`src/design/mdc_pkg.sv`:
```
// shared types and constants of the multisynth divider calculator
package mdc_pkg;

  localparam logic [31:0] VCO_RESET     = 32'd2534400000;
  localparam logic [31:0] MIN_OUT_RESET = 32'd5000000;

  localparam logic [63:0] A_MIN      = 64'd8;
  localparam logic [63:0] A_MAX      = 64'd567;
  localparam logic [63:0] A_FOUR     = 64'd4;
  localparam logic [63:0] A_SIX      = 64'd6;
  localparam logic [63:0] FRAC_LIMIT = 64'h0000_0000_4000_0000;
  localparam logic [17:0] P1_OFFSET  = 18'd512;
  localparam logic [6:0]  BASE_REG   = 7'd53;
  localparam logic [6:0]  BASE_STEP  = 7'd11;
  localparam logic [5:0]  DIV_LAST   = 6'd63;

  localparam logic CFG_VCO = 1'b0;
  localparam logic CFG_MIN = 1'b1;

  typedef enum logic [1:0] {
    STAT_OK      = 2'd0,
    STAT_RANGE   = 2'd1,
    STAT_INVALID = 2'd2,
    STAT_TOOBIG  = 2'd3
  } status_e;

  typedef enum logic [4:0] {
    OP_NONE, OP_LOAD, OP_NDIV, OP_DOUBLE, OP_DBLR, OP_ERR1, OP_ERR2, OP_ERR3,
    OP_GCD, OP_RDN, OP_RDD, OP_MULLO, OP_MULHI, OP_ADDHI, OP_SUM, OP_LDABC,
    OP_HALVE, OP_PDIV, OP_AMUL, OP_ACSUM, OP_LDACT
  } op_e;

  typedef struct packed {
    op_e  op;
    logic div_start;
    logic gcd_start;
  } cmd_t;

  typedef struct packed {
    logic div_done;
    logic gcd_done;
    logic sample;
    logic lt_min;
    logic r_lt_max;
    logic sum_bad;
    logic a_bad2;
    logic a_bad3;
    logic halve_more;
  } stat_t;

endpackage

```
`src/design/mdc_ctrl.sv`:
```
// controller: sequences the datapath steps for one item
module mdc_ctrl (
  input  logic           clk_i,
  input  logic           rst_ni,
  input  logic           in_valid_i,
  output logic           in_ready_o,
  output logic           out_valid_o,
  input  logic           out_ready_i,
  input  mdc_pkg::stat_t stat_i,
  output mdc_pkg::cmd_t  cmd_o
);

  typedef enum logic [18:0] {
    S_IDLE  = 19'd1,
    S_NDIV  = 19'd2,
    S_DBL   = 19'd4,
    S_LOOP  = 19'd8,
    S_GCD   = 19'd16,
    S_RDN   = 19'd32,
    S_RDD   = 19'd64,
    S_MULLO = 19'd128,
    S_MULHI = 19'd256,
    S_ADDHI = 19'd512,
    S_SUM   = 19'd1024,
    S_LDABC = 19'd2048,
    S_ACHK  = 19'd4096,
    S_HALVE = 19'd8192,
    S_PDIV  = 19'd16384,
    S_AMUL  = 19'd32768,
    S_ACSUM = 19'd65536,
    S_LDACT = 19'd131072,
    S_DONE  = 19'd262144
  } state_e;

  typedef enum logic [1:0] {
    PH_REQ = 2'd0,
    PH_ABC = 2'd1,
    PH_ACT = 2'd2
  } phase_e;

  state_e state_q, state_d;
  phase_e phase_q, phase_d;
  logic   issued_q, issued_d;

  always_comb begin
    state_d         = state_q;
    phase_d         = phase_q;
    issued_d        = issued_q;
    cmd_o.op        = mdc_pkg::OP_NONE;
    cmd_o.div_start = 1'b0;
    cmd_o.gcd_start = 1'b0;
    case (state_q)
      S_IDLE: begin
        if (in_valid_i) begin
          cmd_o.op = mdc_pkg::OP_LOAD;
          phase_d  = PH_REQ;
          state_d  = S_NDIV;
        end
      end
      S_NDIV: begin
        cmd_o.op = mdc_pkg::OP_NDIV;
        if (!issued_q) begin
          cmd_o.div_start = 1'b1;
          issued_d        = 1'b1;
        end else if (stat_i.div_done) begin
          issued_d = 1'b0;
          case (phase_q)
            PH_REQ:  state_d = S_DBL;
            PH_ABC:  state_d = S_ACHK;
            default: state_d = S_GCD;
          endcase
        end
      end
      S_DBL: begin
        if (stat_i.sample) begin
          cmd_o.op = mdc_pkg::OP_DOUBLE;
        end
        state_d = S_LOOP;
      end
      S_LOOP: begin
        if (stat_i.lt_min && stat_i.r_lt_max) begin
          cmd_o.op = mdc_pkg::OP_DBLR;
        end else if (stat_i.lt_min) begin
          cmd_o.op = mdc_pkg::OP_ERR1;
          state_d  = S_DONE;
        end else begin
          state_d = S_GCD;
        end
      end
      S_GCD: begin
        cmd_o.op = mdc_pkg::OP_GCD;
        if (!issued_q) begin
          cmd_o.gcd_start = 1'b1;
          issued_d        = 1'b1;
        end else if (stat_i.gcd_done) begin
          issued_d = 1'b0;
          state_d  = S_RDN;
        end
      end
      S_RDN: begin
        cmd_o.op = mdc_pkg::OP_RDN;
        if (!issued_q) begin
          cmd_o.div_start = 1'b1;
          issued_d        = 1'b1;
        end else if (stat_i.div_done) begin
          issued_d = 1'b0;
          state_d  = S_RDD;
        end
      end
      S_RDD: begin
        cmd_o.op = mdc_pkg::OP_RDD;
        if (!issued_q) begin
          cmd_o.div_start = 1'b1;
          issued_d        = 1'b1;
        end else if (stat_i.div_done) begin
          issued_d = 1'b0;
          case (phase_q)
            PH_REQ:  state_d = S_MULLO;
            PH_ABC:  state_d = S_HALVE;
            default: state_d = S_DONE;
          endcase
        end
      end
      S_MULLO: begin
        cmd_o.op = mdc_pkg::OP_MULLO;
        state_d  = S_MULHI;
      end
      S_MULHI: begin
        cmd_o.op = mdc_pkg::OP_MULHI;
        state_d  = S_ADDHI;
      end
      S_ADDHI: begin
        cmd_o.op = mdc_pkg::OP_ADDHI;
        state_d  = S_SUM;
      end
      S_SUM: begin
        if (stat_i.sum_bad) begin
          cmd_o.op = mdc_pkg::OP_ERR2;
          state_d  = S_DONE;
        end else begin
          cmd_o.op = mdc_pkg::OP_SUM;
          state_d  = S_LDABC;
        end
      end
      S_LDABC: begin
        cmd_o.op = mdc_pkg::OP_LDABC;
        phase_d  = PH_ABC;
        state_d  = S_NDIV;
      end
      S_ACHK: begin
        if (stat_i.a_bad2) begin
          cmd_o.op = mdc_pkg::OP_ERR2;
          state_d  = S_DONE;
        end else if (stat_i.a_bad3) begin
          cmd_o.op = mdc_pkg::OP_ERR3;
          state_d  = S_DONE;
        end else begin
          state_d = S_GCD;
        end
      end
      S_HALVE: begin
        if (stat_i.halve_more) begin
          cmd_o.op = mdc_pkg::OP_HALVE;
        end else begin
          state_d = S_PDIV;
        end
      end
      S_PDIV: begin
        cmd_o.op = mdc_pkg::OP_PDIV;
        if (!issued_q) begin
          cmd_o.div_start = 1'b1;
          issued_d        = 1'b1;
        end else if (stat_i.div_done) begin
          issued_d = 1'b0;
          state_d  = S_AMUL;
        end
      end
      S_AMUL: begin
        cmd_o.op = mdc_pkg::OP_AMUL;
        state_d  = S_ACSUM;
      end
      S_ACSUM: begin
        cmd_o.op = mdc_pkg::OP_ACSUM;
        state_d  = S_LDACT;
      end
      S_LDACT: begin
        cmd_o.op = mdc_pkg::OP_LDACT;
        phase_d  = PH_ACT;
        state_d  = S_NDIV;
      end
      S_DONE: begin
        if (out_ready_i) begin
          state_d = S_IDLE;
        end
      end
      default: state_d = S_IDLE;
    endcase
  end

  always_ff @(posedge clk_i or negedge rst_ni) begin
    if (!rst_ni) begin
      state_q  <= S_IDLE;
      phase_q  <= PH_REQ;
      issued_q <= 1'b0;
    end else begin
      state_q  <= state_d;
      phase_q  <= phase_d;
      issued_q <= issued_d;
    end
  end

  assign in_ready_o  = state_q == S_IDLE;
  assign out_valid_o = state_q == S_DONE;

endmodule

```
`config.mk`:
```
export PLATFORM = sky130hd
export DESIGN_NAME = mdc_ctrl
export DESIGN_NICKNAME = d
export VERILOG_FILES = /design/src/design/mdc_pkg.sv /design/src/design/mdc_ctrl.sv
export SDC_FILE = /design/constraint.sdc
export NUM_CORES = 1
export LEC_CHECK = 0
export ABC_AREA = 0
export BUFFER_PORTS_ARGS = -buffer_cell sky130_fd_sc_hd__buf_2
export CAP_MARGIN = 20
export CORE_ASPECT_RATIO = 1.4
export CORE_MARGIN = 8
export CORE_UTILIZATION = 45
export CTS_CLUSTER_DIAMETER = 60
export CTS_CLUSTER_SIZE = 20
export DETAILED_ROUTE_END_ITERATION = 6
export HOLD_SLACK_MARGIN = 0.06
export SLEW_MARGIN = 10
export SYNTH_ARGS = -nofsm -noshare
export SYNTH_HDL_FRONTEND = slang
export SYNTH_SLANG_ARGS = --single-unit
```
`constraint.sdc`:
```
create_clock -name clk_i -period 3.9 [get_ports clk_i]
set_input_delay 0.195 -clock clk_i [delete_from_list [all_inputs] [get_ports clk_i]]
set_output_delay 0.195 -clock clk_i [all_outputs]
set_load 0.005 [all_outputs]
```
# After elaboration in Yosys (flattened, before gate mapping)
# Index checks and enable logic that the tools add are counted.
# word_totals
elab_cells	85
out_inout_bits	9
in_bits	13
reg_bits	22
# op_classes
muxes	40
n_eq_ne	34
reduce_logical	8
# op_table
op	n
two-way mux 19 bit	18
case mux 19 bit (18 select lines)	1
case mux 5 bit (18 select lines)	1
case mux 19 bit (2 select lines)	1
inequality test 2 bit (second input constant)	13
case mux 13 bit (2 select lines)	1
== test 19 x 1 -> 1 bit (second input constant)	1
== test 19 x 10 -> 1 bit (second input constant)	1
== test 19 x 11 -> 1 bit (second input constant)	1
== test 19 x 12 -> 1 bit (second input constant)	1
== test 19 x 13 -> 1 bit (second input constant)	1
== test 19 x 14 -> 1 bit (second input constant)	1
== test 19 x 15 -> 1 bit (second input constant)	1
== test 19 x 16 -> 1 bit (second input constant)	1
== test 19 x 17 -> 1 bit (second input constant)	1
== test 19 x 18 -> 1 bit (second input constant)	1
== test 19 bit (second input constant)	1
== test 19 x 2 -> 1 bit (second input constant)	1
== test 19 x 3 -> 1 bit (second input constant)	1
== test 19 x 4 -> 1 bit (second input constant)	1
== test 19 x 5 -> 1 bit (second input constant)	1
== test 19 x 6 -> 1 bit (second input constant)	1
== test 19 x 7 -> 1 bit (second input constant)	1
== test 19 x 8 -> 1 bit (second input constant)	1
18 further kinds	29

# Longest topological paths before layout
# Gate-level depths: netlist of the first run.
# logic_depth
word_depth	5
mapped_depth	7
depth_no_buf	6

# Least setup slack after synthesis of the first run
# OpenSTA, ideal clock, no wires.
# synth_timing
path_kind	reg2reg
from	reg state_q[3]
to	reg state_q[1]
slack_ps	1701
path_buffers	1
required_ps	3775
setup_ps	125
path_stages_with_launch	8
period_less_slack_ps	2199
arrival_ps	2074
cell_sequence	dfrtp_1 -> buf_6 -> nor4_4 -> nand3_4 -> nor4b_4 -> nor4_2 -> o21ai_4 -> mux2_4
# synth_between
elab_chain_len	3
word_cells_on_any_way	36
classes_between	33 x eq/ne; 1 x mux; 2 x reduce/logical
# synth_rtl
item	line	text
start, declared	mdc_ctrl.sv:41	state_e state_q, state_d;
start signal, assigned	mdc_ctrl.sv:206	state_q <= state_d;
== test 19 x 18 -> 1 bit, or another cell as far along	mdc_ctrl.sv:52	case (state_q)
OR reduction 2 bit (no source line), or another cell as far along	n/a	
case mux 19 bit (18 select lines) or AND reduction 14 bit (tied branches)	n/a	
# Several ways; a longest one is shown, not always the timed one.
# A chain may end at the register's enable or synchronous reset.

==> results.md, run 1 <==
- The critical path ends at cmd_o[2].
- Of the total power, the share spent switching nets is 0.404.
- Counting instances, the worst hold path has a depth of 2.
- IR analysis of the VDD net gives a maximum drop of 0.330 mV.
- The count of flip-flops with a built-in enable after synthesis is 0.
- The post-layout worst setup margin is 1.13 ns.
- The repair_antennas step left the layout with diodes totalling 0.
- 22 I/O pins were placed.
- Headroom to the max-slew limit came out at 0.583.
- The number of cells traversed by the worst register-to-register path is 6.
- In this run the standard cell core region covers 0.00355 mm2.
- The worst flop-to-flop path endpoint is state_q[1].
- The first-pass GRT wire length is 7.13 mm.
- The tool flagged a number of max-cap violations equal to 0.
- The critical path crosses 6 cells after its start point.
- By count the netlist is led by sky130_fd_sc_hd__dfrtp_1 (21), sky130_fd_sc_hd__nor2_1 (21), sky130_fd_sc_hd__nand2_1 (19).
- The setup check on the worst reg-to-reg path leaves a slack of around 1.3 ns.
- The detailed placer's ending HPWL is 3.49 mm.
- The synthesized design spends more area on one cell type than any other, namely sky130_fd_sc_hd__dfrtp_1.
- Setup repair after global routing left no endpoint under its margin.
- In this run the deepest clock path goes through 2 buffers.
- The number of hold buffers added after CTS is 1.
- The part of the power in the clock network is 0.192.
- Clock tree synthesis found a total of 22 sinks.
- The maximum level of the CTS H-tree is 1.
- The area growth from synthesis to layout is 10.7%.
- The floorplan has 26 rows.
- The number of buffers inserted by port buffering is 21.
- The cell count after placement is 236.
- Derived from the worst setup path, the maximum achievable clock frequency is 361 MHz.
- Before CTS, the worst setup slack after placement is approximately 1.4 ns.
- The share of the Yosys chip area taken by registers is 0.341.
- The stage delay of the slowest cell on the critical path is between 0.5 and 0.6 ns.
- The launch instance of the worst min-delay path is stat_i[3].
- The via count of the first global-routing pass is ~1,500.
- The post-detailed-route DRC marker count is 0.
- The number of antenna violations at the first check in global routing came to 0.
- The run finished with clean final reports.
- The required time of the worst setup path is 3.70 ns.
- The final-report max-slew violation count is 0.
- The completed layout was analyzed and its total power is between 0.8 and 0.9 mW.
- Routability-driven placement finished with a final weighted congestion of 0.890.
- The sequential share of power is 0.353.
- The critical path launch point is state_q[3].
- The minimum clock period after layout is between 2 and 3 ns.
- The share of total power dissipated in combinational logic is 0.454.
- TritonCTS built the clock tree.
- The share of the synthesized area in the top cell type is 0.325.
- The detail route stage leaves a number of antenna-violating nets equal to 0.
- For this design, the slowest cell found on the critical path is sky130_fd_sc_hd__or4_4.
- The first-pass iteration count of the detailed router is 4.
- After the first detailed-routing iteration, the DRC count stood at 88.
- Counting both buffers and inverters, the worst setup path holds a total of 1.
- The final-layout fill cell count is 354.
- The Yosys step of the flow raised 0 warnings.
- The worst-margin pin slew is 0.620 ns.
- Traced cell by cell, the critical path runs through nor4_4 > nand2_1 > or4_4 > or3b_1 > nand4_1 > buf_2.
- For this run, the leading register cell type out of synthesis is sky130_fd_sc_hd__dfrtp_1.
- TritonCTS created 3 clock buffers.
- The tightest min-delay check is of the in -> reg type.
- The post-route non-filler standard cell count is around 240.
- The launching element type of the critical path is a register.
- After clock tree synthesis, the clock-pin slew on the worst setup and hold paths is 0.08 ns.
- The internal power summed over all cells is about 0.51 mW.
- Dividing the detail-routed wire length by the instance count gives ~18 um.
- The die height is 87.0 um.
- The analysis attributes to net switching a power of 0.344 mW.
- Of the available clock period, the critical path in the final layout requires 0.711.
- The aggregate negative setup slack is 0 ns.
- Setup violations remaining at the end of the flow were counted as 0.
- Counting flops with an async set or reset pin after synthesis yields a share of 1.00.
- Entering global routing, the biggest net connects 23 pins.
- Of the cells placed in the final design, the portion with a size suffix greater than 1 is 0.246.
- For this design the ratio of total power to cell area is between 400 and 500 mW/mm2.
- The die is 66.7 um wide.
- The net count after synthesis is between 150 and 200.
- The synthesized area is 0.00162 mm2.
- The synthesized area per cell is 9.10 um2.
- Synthesis inferred 22 register bits.
- For this design the static power due to leakage is 0.832 nW.
- The global-route congestion overflow total is 0.
- The die covers 0.00580 mm2.
- At the worst endpoint, the arrival time is ~2.6 ns.
- STA classifies the critical path endpoint as an output pin.
- The synthesized netlist contains 50 unique library cells.
- The post-cts repair resize count is 0.
- The critical path class is reg -> out.
- The CTS root buffer is sky130_fd_sc_hd__clkbuf_8.
- The critical-path maximum fanout is 9.
- Sorting the synthesized cells by area gives the leading types as sky130_fd_sc_hd__dfrtp_1 (32%), sky130_fd_sc_hd__nor3_1 (5.3%), sky130_fd_sc_hd__nor2_1 (4.9%).
- The post-CTS setup buffer count is 0.
- Using the TritonRoute via totals, the vias-per-cell ratio works out to 6.02.
- The setup skew after layout is 0.00228 ns.
- The via count of the routed design is 1,450.
- The number of nets in the layout is 213.
- The latest clock arrival within the worst-skew pair is about 0.26 ns.
- The all-layer global routing usage is 0.157.
- The worst register-to-register path begins at state_q[3].
- The routed design has between 4 and 5 mm of wire.
- The initial utilization of the core area, before any placement, comes to 0.457.
- Grouping stages by cell kind, the critical path spends the most delay in simple AND/OR/NAND/NOR gates.
- Synthesis handed over a netlist of 178 instances.
- The number of hold-slack violations in the final timing report came to 0.
cells by family (layout without fill, tap and decap cells):
group           Yosys count  after routing  synth area share
simple gates            109            109             0.430
xor+xnor                  7              7            0.0379
compound gates           27             27             0.128
buf+inv                  11             32            0.0440
flops                    22             22             0.341
mux                       2              2            0.0185
power groups by stage:
stage	logic, mW	clock network (mW)	registers (mW)
floorplan	0.344	0	0.268
global placement	0.379	0	0.303
detailed placement	0.382	0	0.306
CTS	0.385	0.173	0.301
global route	0.427	0.182	0.310
finish	0.387	0.164	0.301
layout make-up:
class / instances / area, um2 / share of cell area
timing repair buffer: 22 / 115 / 0.0642
tap: 42 / 52.6 / 0.0293
sequential: 22 / 552 / 0.308
inverter: 6 / 22.5 / 0.0126
multi-input combinational: 145 / 996 / 0.555
clock buffer: 4 / 55.1 / 0.0307
through the flow:
step / util / hold WS (ns) / cell area, um2
CTS: 0.506 / 0.102 / 1790
detailed placement: 0.487 / 0.199 / 1730
global placement: 0.487 / 0.185 / 1730
floorplan: - / -0.101 / 1620
global route: 0.506 / 0.121 / 1790
finish: 0.506 / 0.113 / 1790
worst min-delay path by stage:
stage | slack (ns) | end
after CTS | 0.10 | state_q[11]
final | 0.11 | state_q[11]
after global routing | 0.12 | state_q[11]
after global placement | 0.19 | state_q[17]
after detailed placement | 0.20 | state_q[3]
after floorplan | -0.10 | issued_q
layout by cell type, fill, tap and decap left out, types with 5 or more instances in the layout:
master and n:
sky130_fd_sc_hd__inv_1 6, sky130_fd_sc_hd__nor3b_1 5, sky130_fd_sc_hd__o21ai_0 6, sky130_fd_sc_hd__nand3b_1 6
sky130_fd_sc_hd__nand3_1 5, sky130_fd_sc_hd__dfrtp_1 21, sky130_fd_sc_hd__nor2_1 21, sky130_fd_sc_hd__nor4_1 7
sky130_fd_sc_hd__buf_2 21, sky130_fd_sc_hd__nand2_1 19, sky130_fd_sc_hd__nor3_1 17
registers in the layout, indices dropped and copies added, names as in the netlist:
signal    flops
state_q      19
issued_q      1
phase_q       2
layer usage:
| metal | share of wire | vias up | global-route usage | wire length (um) |
|---|---|---|---|---|
| li1 | - | 706 | - | - |
| met1 | 0.41 | 675 | 0.184 | 1770 |
| met2 | 0.50 | 52 | 0.256 | 2150 |
| met3 | 0.058 | 17 | 0.0322 | 253 |
| met4 | 0.039 | 0 | 0.0877 | 170 |
| met5 | 0 | - | 0 | 0 |
(Power assumes the default switching activity.)
==> run 2: changes to the inputs <==
--- a/config.mk
+++ b/config.mk
@@ -15,6 +15,7 @@
 export CTS_CLUSTER_SIZE = 20
 export DETAILED_ROUTE_END_ITERATION = 6
 export HOLD_SLACK_MARGIN = 0.06
+export PLACE_DENSITY = 0.67
 export SLEW_MARGIN = 10
 export SYNTH_ARGS = -nofsm -noshare
 export SYNTH_HDL_FRONTEND = slang
==> constraint.sdc (replaced) <==
create_clock -name clk_i -period 2.4 [get_ports clk_i]
set_input_delay 0.12 -clock clk_i [delete_from_list [all_inputs] [get_ports clk_i]]
set_output_delay 0.12 -clock clk_i [all_outputs]
set_load 0.005 [all_outputs]
==> run 2 against run 1 <==
Non-clock buffer count increased by 33. Cell count increased by 14%. Largest cell class unchanged. Setup slack got worse by 1.1 ns. Clock skew increased by 0.0043 ns. Via count increased by 19%. Critical path depth increased by 2. Count of clock-buffer cells in the layout decreased by 1. Utilization increased by 11 points.
==> results.md, run 2 (same netlist as run 1, synthesis figures left out) <==
- The run finished with clean final reports.
- The fraction of layout instances using a drive strength above 1 came to 0.440 (+0.193).
- The average routed wire per standard cell was 19.5 um (+8.0%).
- The area growth from synthesis to layout is 34.6%.
- The number of buffers added by the clock tree synthesis step is 3 (unchanged).
- The boundary pin count is 22 (unchanged).
- The number of nets in the layout is 246 (+15%).
- The number of flip-flops in the largest register is 19 (unchanged).
- The cell area reported after detailed placement is 0.00183 mm2 (+5.6%).
- The setup skew after layout is 0.00656 ns (+0.00428 ns).
- The number of antenna violations at the first check in global routing came to 0 (unchanged).
- The worst-margin pin slew is 0.616 ns (-0.00339 ns).
- The cell count of the worst hold path is 3 (+1).
- The horizontal die dimension came to 66.7 um (unchanged).
- The leakage power of the design was 1.03 nW (+24%).
- The total wirelength of the detailed-routed design is 5.33 mm (+23%).
- The tightest slew margin relative to the limit came to 0.583 (about the same).
- The met2 wire length is 2.75 mm (+28%).
- The register ranked first by flip-flop count is state_q.
- The number of cells traversed by the worst register-to-register path is 8 (+2).
- The routed metal-1 wirelength was 2.03 mm (+15%).
- The maximum level of the CTS H-tree is 1 (unchanged).
- The finished layout cell area was 0.00218 mm2 (+22%).
- The minimum clock period after layout is 2.39 ns.
- The post-route non-filler standard cell count came to 274 (+14%).
- The die footprint is 0.00580 mm2 (unchanged).
- CTS placed an instance of sky130_fd_sc_hd__clkbuf_8 at the clock tree root.
- The latest clock arrival within the worst-skew pair was 0.27 ns (about the same).
- Leaving out fill and tap cells, the most frequent cell in the layout is sky130_fd_sc_hd__buf_4.
- The flip-flop and latch area is 559 um2 (+1.4%).
- The maximum root-to-sink buffer count came to 2 (unchanged).
- The first-pass iteration count of the detailed router was 4 (unchanged).
- The count of endpoints failing setup in the final report is 0 (unchanged).
- The TritonCTS clock tree is done.
- The worst setup path is launched from a register.
- The share of the core filled with cells in the final layout is 0.615 (+0.109).
- The post-detailed-route DRC marker count is 0 (unchanged).
- The floorplan row count is 26 (unchanged).
- The core box area is 0.00355 mm2 (unchanged).
- The final-layout fill cell count is 291 (-18%).
- The first-pass GRT wire length is 7.95 mm (+11%).
- The total length of routed met3 wires came to 329 um (+30%).
- In this run the top signal layer used is met4.
- The via count of the first global-routing pass is 1,724 (+18%).
- The footprint of the multi-input gates was 0.00110 mm2 (+10%).
- The final worst hold slack is 0.158 ns (+0.0445 ns).
- The detailed placer's ending HPWL was 3.81 mm (+9.2%).
- The cell count after placement is 249 (+5.5%).
- The die height is 87.0 um (unchanged).
- The routability congestion estimate is 0.943 (+6.0%).
- The endpoint class of the critical path is a register.
- The number of vias per cell after detailed routing is 6.31 (+4.9%).
- The upper clock frequency limit is 418 MHz.
- The via count of the routed design is 1,730 (+19%).
- The path class of the tightest hold or removal check is in -> reg.
- The number of buffers inserted by port buffering is 21 (unchanged).
- The critical path class is reg -> reg.
- The aggregate negative setup slack is 0 ns (unchanged).
- The antenna diode instance count is 0 (unchanged).
- The fraction of the cycle the final worst path needs is 0.997.
- The effective utilization at floorplan is 0.457 (unchanged).
- The number of max-cap violations is 0 (unchanged).
- The worst-case vdd ir drop came to 0.585 mV (+77%).
- The remaining number of nets flagged by the antenna check after routing is 0 (unchanged).
- The arrival time at the worst endpoint came to 2.54 ns (-0.04 ns).
- The required time of the worst setup path is 2.55 ns (-1.15 ns).
- The clock edge transition at the registers on the reported setup and hold paths came to 0.08 ns (about the same).
- The count of clock tree sinks was 22 (unchanged).
- Setup repair after global routing could not meet its margin everywhere.
- The critical-path maximum fanout is 8 (-1).
- The pin count of the biggest net entering global routing was 23 (unchanged).
- The global-route congestion overflow total came to 0 (unchanged).
- The final-report max-slew violation count came to 0 (unchanged).
- The library cells used most frequently in the layout, excluding fill and tap cells, are sky130_fd_sc_hd__buf_4 (29), sky130_fd_sc_hd__buf_2 (21), sky130_fd_sc_hd__nor2_1 (19).
- The all-layer global routing usage is 0.174 (+0.0165).
- The initial DRC count came to 137 (+56%).
- The number of hold-slack violations in the final timing report is 0 (unchanged).
- The largest registers in the layout are state_q x19, phase_q x2, issued_q x1.
- The power per standard cell area is 789 mW/mm2 (+66%).
==> run 2: cell count changes in the layout (fill, tap and decap cells not counted), sizes merged <==
cell / before / now
buf: 21 / 53
bufinv: 0 / 1
dlygate4sd3: 1 / 2
clkbuf: 4 / 3
==> run 2: area by class of cell <==
class | instances | share of cell area
multi-input cells | 145 | 0.503
inverters | 6 | 0.0103
clock inverters | 1 | 0.0138
clock buffers | 3 | 0.0189
flip-flops and latches | 22 | 0.257
repair buffers | 55 | 0.173
well taps | 42 | 0.0241
==> run 2: stage by stage <==
stage                     power, mW  worst slack (ns)
after floorplan               0.994             0.201
after global placement         1.14            0.0595
after detailed placement       1.16            0.0148
after CTS                      1.63           -0.0101
after global routing           1.81           -0.0778
final                          1.72           0.00831
==> run 2: what timing repair did <==
item / in CTS / in global routing
setup buffers: 14 / 5
hold buffers: 2 / 0
endpoints found under the setup margin: 3 / 9
hold endpoints to repair: 22 / 0
gates resized for setup: 11 / 18
pin swaps: 9 / 7
==> run 2: path summary, 6_finish.rpt <==
check,start,endpoint,slack [ns]
hold / removal,stat_i[8],issued_q,0.16
setup / recovery,state_q[9],state_q[1],0.008
max in group asynchronous,rst_ni,state_q[1],1.70
hold reg to reg,phase_q[0],phase_q[0],0.60
min in group asynchronous,rst_ni,state_q[16],0.35
setup reg to reg,state_q[9],state_q[1],0.008
==> run 2: report_power, final <==
part	internal, mW	switching (mW)	total, mW	leakage, nW
Sequential	0.412	0.0489	0.461	0.289
Combinational	0.433	0.478	0.911	0.708
Clock	0.223	0.125	0.348	0.0357
==> run 2: critical path, stage by stage (launching register included) <==
cell	delay, ns
sky130_fd_sc_hd__dfrtp_2	0.44
sky130_fd_sc_hd__nor4_4	0.38
sky130_fd_sc_hd__buf_4	0.18
sky130_fd_sc_hd__nand3_2	0.14
sky130_fd_sc_hd__buf_6	0.20
sky130_fd_sc_hd__nor3_1	0.34
sky130_fd_sc_hd__nor4_1	0.16
sky130_fd_sc_hd__o21ai_4	0.11
sky130_fd_sc_hd__mux2_4	0.31
==> run 2: routing by layer <==
metal	vias up	global-route usage
met4	0	0.115
met5	-	0
met1	825	0.179
met3	21	0.0284
li1	780	-
met2	104	0.308
